--- src/rtl/tlbrr_pkg.sv ---
// shared types and constants for the round-robin tlb fill / invalidate unit
// no dependencies; imported by tlbrr_cell and the top level

package tlbrr_pkg;

    localparam int PAGE_BITS = 20;
    localparam int SLOT_BITS = 6;

    localparam logic OP_INSERT     = 1'b0;
    localparam logic OP_INVALIDATE = 1'b1;

    typedef struct packed {
        logic                 op;
        logic [PAGE_BITS-1:0] virt_page;
        logic [PAGE_BITS-1:0] phys_page;
    } tlbrr_in_t;

    typedef struct packed {
        logic                 replaced;
        logic [SLOT_BITS-1:0] slot;
    } tlbrr_out_t;

    // what the chain is doing during one pass
    typedef enum logic [1:0] {
        MODE_FILL,
        MODE_FORCE,
        MODE_INVAL
    } tlbrr_mode_t;

    // broadcast to every cell for the whole pass
    typedef struct packed {
        tlbrr_mode_t          mode;
        logic [PAGE_BITS-1:0] vpage;
        logic [PAGE_BITS-1:0] frame;
    } tlbrr_cmd_t;

    // token handed from cell to cell
    typedef struct packed {
        logic active;
        logic done;
    } tlbrr_tok_t;

    typedef enum logic [1:0] {
        ST_IDLE,
        ST_SCAN,
        ST_FORCE,
        ST_RESP
    } tlbrr_state_t;

endpackage

--- src/rtl/tlb_fill_round_robin_invalidate_unit.sv ---
// top level of the round-robin tlb fill / invalidate unit
// depends on tlbrr_pkg and tlbrr_cell
//
//  channel   direction  payload       beat taken when
//  cmd       in         tlbrr_in_t    cmd_valid && cmd_ready
//  rsp       out        tlbrr_out_t   rsp_valid && rsp_ready
//
// one command at a time: a token walks the row of TLB_ENTRIES cells, one cell
// per cycle; a fill into a free slot or an invalidate needs one walk before the
// rsp beat is offered
// a fill with every slot valid needs a second walk to write the victim slot
// reset clears all valid flags, frames and the victim pointer at once
// the rsp register holds a finished beat while the next command is accepted;
// a stalled rsp only holds the unit once the following result is ready

module tlb_fill_round_robin_invalidate_unit
    import tlbrr_pkg::*;
#(
    parameter int TLB_ENTRIES = 64
) (
    input  logic       clk,
    input  logic       rst_n,
    input  logic       cmd_valid,
    output logic       cmd_ready,
    input  tlbrr_in_t  cmd,
    output logic       rsp_valid,
    input  logic       rsp_ready,
    output tlbrr_out_t rsp
);

    localparam int IDX_W = (TLB_ENTRIES > 1) ? $clog2(TLB_ENTRIES) : 1;

    tlbrr_state_t     state_reg, state_next;
    logic             launch_reg, launch_next;
    tlbrr_cmd_t       cmd_reg, cmd_next;
    logic [IDX_W-1:0] victim_reg, victim_next;
    logic             res_replaced_reg, res_replaced_next;
    logic [IDX_W-1:0] res_slot_reg, res_slot_next;
    logic             rsp_valid_reg, rsp_valid_next;
    tlbrr_out_t       rsp_reg, rsp_next;

    // token chain, one stage per entry
    tlbrr_tok_t       tok_w  [0:TLB_ENTRIES];
    logic [IDX_W-1:0] slot_w [0:TLB_ENTRIES];
    tlbrr_tok_t       last_tok;
    logic [IDX_W-1:0] last_slot;

    assign tok_w[0].active = launch_reg;
    assign tok_w[0].done   = 1'b0;
    assign slot_w[0]       = '0;

    for (genvar gi = 0; gi < TLB_ENTRIES; gi++)
    begin : g_cell
        tlbrr_cell #(
            .IDX_W      (IDX_W),
            .CELL_INDEX (gi)
        ) u_cell (
            .clk        (clk),
            .rst_n      (rst_n),
            .cmd        (cmd_reg),
            .force_slot (victim_reg),
            .tok_in     (tok_w[gi]),
            .slot_in    (slot_w[gi]),
            .tok_out    (tok_w[gi+1]),
            .slot_out   (slot_w[gi+1])
        );
    end

    assign last_tok  = tok_w[TLB_ENTRIES];
    assign last_slot = slot_w[TLB_ENTRIES];

    always_comb
    begin
        state_next        = state_reg;
        launch_next       = 1'b0;
        cmd_next          = cmd_reg;
        victim_next       = victim_reg;
        res_replaced_next = res_replaced_reg;
        res_slot_next     = res_slot_reg;
        rsp_next          = rsp_reg;
        rsp_valid_next    = rsp_valid_reg;
        cmd_ready         = (state_reg == ST_IDLE);

        // downstream took the beat
        if (rsp_valid_reg && rsp_ready)
        begin
            rsp_valid_next = 1'b0;
        end

        unique case (state_reg)
            ST_IDLE:
            begin
                if (cmd_valid)
                begin
                    cmd_next.mode  = (cmd.op == OP_INVALIDATE) ? MODE_INVAL : MODE_FILL;
                    cmd_next.vpage = cmd.virt_page;
                    cmd_next.frame = cmd.phys_page;
                    launch_next    = 1'b1;
                    state_next     = ST_SCAN;
                end
            end
            ST_SCAN:
            begin
                if (last_tok.active)
                begin
                    if ((cmd_reg.mode == MODE_FILL) && !last_tok.done)
                    begin
                        // table full: advance the victim pointer and walk again
                        victim_next   = (victim_reg == IDX_W'(TLB_ENTRIES - 1)) ?
                                        '0 : victim_reg + IDX_W'(1);
                        cmd_next.mode = MODE_FORCE;
                        launch_next   = 1'b1;
                        state_next    = ST_FORCE;
                    end
                    else
                    begin
                        res_replaced_next = 1'b0;
                        res_slot_next     = (cmd_reg.mode == MODE_FILL) ? last_slot : '0;
                        state_next        = ST_RESP;
                    end
                end
            end
            ST_FORCE:
            begin
                if (last_tok.active)
                begin
                    res_replaced_next = 1'b1;
                    res_slot_next     = victim_reg;
                    state_next        = ST_RESP;
                end
            end
            ST_RESP:
            begin
                if (!rsp_valid_reg || rsp_ready)
                begin
                    rsp_next.replaced = res_replaced_reg;
                    rsp_next.slot     = SLOT_BITS'(res_slot_reg);
                    rsp_valid_next    = 1'b1;
                    state_next        = ST_IDLE;
                end
            end
            default:
            begin
                state_next = ST_IDLE;
            end
        endcase
    end

    always_ff @(posedge clk or negedge rst_n)
    begin
        if (!rst_n)
        begin
            state_reg     <= ST_IDLE;
            launch_reg    <= 1'b0;
            victim_reg    <= '0;
            rsp_valid_reg <= 1'b0;
        end
        else
        begin
            state_reg     <= state_next;
            launch_reg    <= launch_next;
            victim_reg    <= victim_next;
            rsp_valid_reg <= rsp_valid_next;
        end
    end

    // payload, no reset
    always_ff @(posedge clk)
    begin
        cmd_reg          <= cmd_next;
        res_replaced_reg <= res_replaced_next;
        res_slot_reg     <= res_slot_next;
        rsp_reg          <= rsp_next;
    end

    assign rsp_valid = rsp_valid_reg;
    assign rsp       = rsp_reg;

endmodule

--- src/rtl/tlbrr_cell.sv ---
// one translation entry of the chain: valid flag, virtual page, frame
// depends on tlbrr_pkg

module tlbrr_cell
    import tlbrr_pkg::*;
#(
    parameter int IDX_W      = 6,
    parameter int CELL_INDEX = 0
) (
    input  logic             clk,
    input  logic             rst_n,
    input  tlbrr_cmd_t       cmd,
    input  logic [IDX_W-1:0] force_slot,
    input  tlbrr_tok_t       tok_in,
    input  logic [IDX_W-1:0] slot_in,
    output tlbrr_tok_t       tok_out,
    output logic [IDX_W-1:0] slot_out
);

    logic                 valid_reg, valid_next;
    logic [PAGE_BITS-1:0] frame_reg, frame_next;
    logic [PAGE_BITS-1:0] vpage_reg, vpage_next;
    tlbrr_tok_t           tok_reg, tok_next;
    logic [IDX_W-1:0]     slot_reg, slot_next;
    logic                 hit_fill;
    logic                 hit_force;
    logic                 hit_inval;

    always_comb
    begin
        hit_fill  = 1'b0;
        hit_force = 1'b0;
        hit_inval = 1'b0;
        case (cmd.mode)
            MODE_FILL:  hit_fill  = tok_in.active && !tok_in.done && !valid_reg;
            MODE_FORCE: hit_force = tok_in.active && (force_slot == IDX_W'(CELL_INDEX));
            MODE_INVAL: hit_inval = tok_in.active && (frame_reg == cmd.frame);
            default:    hit_fill  = 1'b0;
        endcase

        valid_next = valid_reg;
        frame_next = frame_reg;
        vpage_next = vpage_reg;
        if (hit_fill || hit_force)
        begin
            valid_next = 1'b1;
            frame_next = cmd.frame;
            vpage_next = cmd.vpage;
        end
        else if (hit_inval)
        begin
            valid_next = 1'b0;
            frame_next = '0;
        end

        tok_next      = tok_in;
        tok_next.done = tok_in.done || hit_fill;
        slot_next     = hit_fill ? IDX_W'(CELL_INDEX) : slot_in;
    end

    always_ff @(posedge clk or negedge rst_n)
    begin
        if (!rst_n)
        begin
            valid_reg <= 1'b0;
            frame_reg <= '0;
            tok_reg   <= '0;
        end
        else
        begin
            valid_reg <= valid_next;
            frame_reg <= frame_next;
            tok_reg   <= tok_next;
        end
    end

    // payload, no reset
    always_ff @(posedge clk)
    begin
        vpage_reg <= vpage_next;
        slot_reg  <= slot_next;
    end

    assign tok_out  = tok_reg;
    assign slot_out = slot_reg;

endmodule
--- config.mk ---
export PLATFORM = sky130hd
export DESIGN_NAME = tlb_fill_round_robin_invalidate_unit
export DESIGN_NICKNAME = d
export VERILOG_FILES = /design/src/rtl/tlbrr_pkg.sv /design/src/rtl/tlb_fill_round_robin_invalidate_unit.sv /design/src/rtl/tlbrr_cell.sv
export SDC_FILE = /design/constraint.sdc
export NUM_CORES = 2
export LEC_CHECK = 0
export ABC_CLOCK_PERIOD_IN_PS = 6100
export CORE_MARGIN = 8
export CORE_UTILIZATION = 57
export CTS_CLUSTER_SIZE = 10
export DETAILED_ROUTE_END_ITERATION = 7
export DONT_BUFFER_PORTS = 1
export GPL_ROUTABILITY_DRIVEN = 1
export PLACE_DENSITY = 0.75
export SLEW_MARGIN = 0
export SYNTH_ARGS = -nofsm -noshare
export SYNTH_HDL_FRONTEND = slang
export SYNTH_HIERARCHICAL = 1
export SYNTH_SLANG_ARGS = --single-unit
--- constraint.sdc ---
create_clock -name clk -period 6.1 [get_ports clk]
set_clock_uncertainty 0.2 [all_clocks]
set_input_delay 0.61 -clock clk [delete_from_list [all_inputs] [get_ports clk]]
set_output_delay 0.61 -clock clk [all_outputs]
set_load 0.005 [all_outputs]
==> results.yml <==
outcome:
  outcome: "finished clean"
detailed_routing:
  wl_per_cell_um: 22.31
  wirelength_um: 261200
  ant_nets: 0
  drc: 0
  avgViaCountPerCell: 6.555
  first_iter_violations: 9019
  drt-pass1-iter-count: 6
  num_vias: 76760
floorplanning:
  num_io_pins: 54
  die_area_mm2: 0.1859
  rows: 152
  die_w_um: 431.2
  die_y_um: 431.2
  start_util_pct: 57.28
  core-area_mm2: 0.1715
logic_synthesis:
  syn-instance-count: 9481
  yosysWarnings: 6
  synth_area_per_cell_um2: 10.36
  synth_area_mm2: 0.09827
worst_setup_path:
  cp.arrival_ns: 4.25
  cp_slowest_cell: "edfxtp_1"
  cpPeakStageDelay_ns: 1.27
  critPathKind: "flip-flop to flip-flop"
  crit_path_start_kind: "flip-flop"
  critical_path.most_common_cell: "buf_4"
  path_cells: "buf_4 > xnor2_1 > nand3_1 > nor4_2 > buf_4 > a22oi_1"
  end_kind: "flip-flop"
  path_max_fanout: 19
  worst-endpoint-required_ns: 6.59
global_route:
  grt_max_degree: 163
  top_usage_layer: "met2"
  grt_use_met3_pct: 3.965
  grt_usage_pct: 27.01
  antenna_found_initial: 2
  grt_pass1_wl_um: 418500
  grtUsageMet2_pct: 43.66
  met1_usage_pct: 37.24
  grt_pass1_vias: 74841
  overflow: 0
sta:
  fmax_ghz: 0.2660
  setup_viol: 0
  setup_tns_ns: 0
  worst_slew_pin_slew_ns: 1.390
  period_share_pct: 61.63
  slew_headroom_pct: 7.359
  final_max_slew_viol_count: 0
  whs_ns: 0.1894
  post-route-min-period_ns: 3.759
  finalWorstSetupSlack_ns: 2.341
  rsz0062_at_grt: "no"
  hold_violations: 0
cts:
  post_cts_buffers: 0
  path_clk_slew_ns: 0.06
  h-tree-depth: 4
  worstSkewPairLatency_ns: 0.83
  cts_tree: "built"
  postCtsResizedCells: 0
  cts-root-buf: "clkbuf_16"
  cts_buffers: 213
  clockBufferDepth: 3
  hold_buffers: 24
  cts_sinks: 1902
hold_path:
  hold_class: "flip-flop to flip-flop"
layout:
  instances_no_fill: 11711
  drive_above_1_share_pct: 13.50
  final_common_cell: "dfrtp_1"
  nFillCells: 13566
  final_cell_mix: "dfrtp_1, xnor2_1, a22oi_1"
  antenna_cells: 0
  finalNetCount: 9274
  syn2layout_area_growth_pct: 7.763
  largest_reg_flops: 1280
pwr:
  seq_power_share_pct: 45.7
  power_leakage_nw: 44.91
  power.internal_w: 0.02808
  power_density_mw_per_mm2: 385.7
  switching_share_pct: 31.25
  pwr-share-clk_pct: 29.0
  power_w: 0.04084
  netSwitchingPower_w: 0.01276
  max-vdd-ir-drop_mv: 0.2411
  comb_power_share_pct: 25.3
placement:
  place_congestion: 0.8105
  place_ws_ns: 2.415
  placed_cells: 11295
  hpwl_um: 143900
  port_buffers: 0
flow_run:
  maxCapViolCount: 0
## final cells by class
cell class,count,area [um^2],area share (%)
repair buffers,353,3281,3.098
flip-flops and latches,1902,45880,43.32
multi-input cells,6751,47530,44.88
well taps,2310,2890,2.729
clock inverters,10,120.1,0.1134
clock buffers,382,6192,5.847
inverters,3,11.26,0.01063
## metal layers
layer  part of all wire (%)  wire [um]  up-vias
met5                      0          0        -
met2                     48     124200     3159
li1                       -          -    34337
met4                    3.6       9512        0
met3                    7.5      19460      646
met1                     41     108000    38618
## worst paths after layout
check / startpoint / to / slack [ns] / depth (start not counted)
worst max-delay path: cmd_reg[15]$_DFFE_PP_ / g_cell[55].u_cell/frame_reg[4]$_DFFE_PN0P_ / 2.34 / 6
worst min-delay path: g_cell[3].u_cell/slot_out[2]$_SDFF_PP0_ / g_cell[4].u_cell/slot_out[2]$_SDFF_PP1_ / 0.19 / 1
worst max register to register: cmd_reg[15]$_DFFE_PP_ / g_cell[55].u_cell/frame_reg[4]$_DFFE_PN0P_ / 2.34 / 6
worst min register to register: g_cell[3].u_cell/slot_out[2]$_SDFF_PP0_ / g_cell[4].u_cell/slot_out[2]$_SDFF_PP1_ / 0.19 / 1
max in group asynchronous: rst_n / g_cell[43].u_cell/frame_reg[9]$_DFFE_PN0P_ / 3.67 / 4
min in group asynchronous: rst_n / g_cell[16].u_cell/tok_out[0]$_DFF_PN0_ / 0.32 / 2
## power groups by stage
stage | Combinational, W | Sequential, W | Clock [W]
floorplan | 0.00737 | 0.0189 | 0
global placement | 0.00987 | 0.0187 | 0
detailed placement | 0.0103 | 0.0188 | 0
CTS | 0.0103 | 0.0186 | 0.0120
global route | 0.0113 | 0.0190 | 0.0126
finish | 0.0103 | 0.0187 | 0.0119
## worst max-delay path: cells and delay by family (launching register included)
family          cells  cell delay, ns
simple gates        2            1.02
compound gates      1            0.10
flops               1            1.27
xor+xnor            1            0.16
buf+inv             2            0.84
## through the flow
step / area (um^2) / util [%]
after floorplan: 98300 / -
after global placement: 99340 / 57.91
after detailed placement: 99340 / 57.91
after CTS: 105900 / 61.73
after global routing: 105900 / 61.73
final: 105900 / 61.73
No activity file was read; power rests on OpenSTA's default activity.
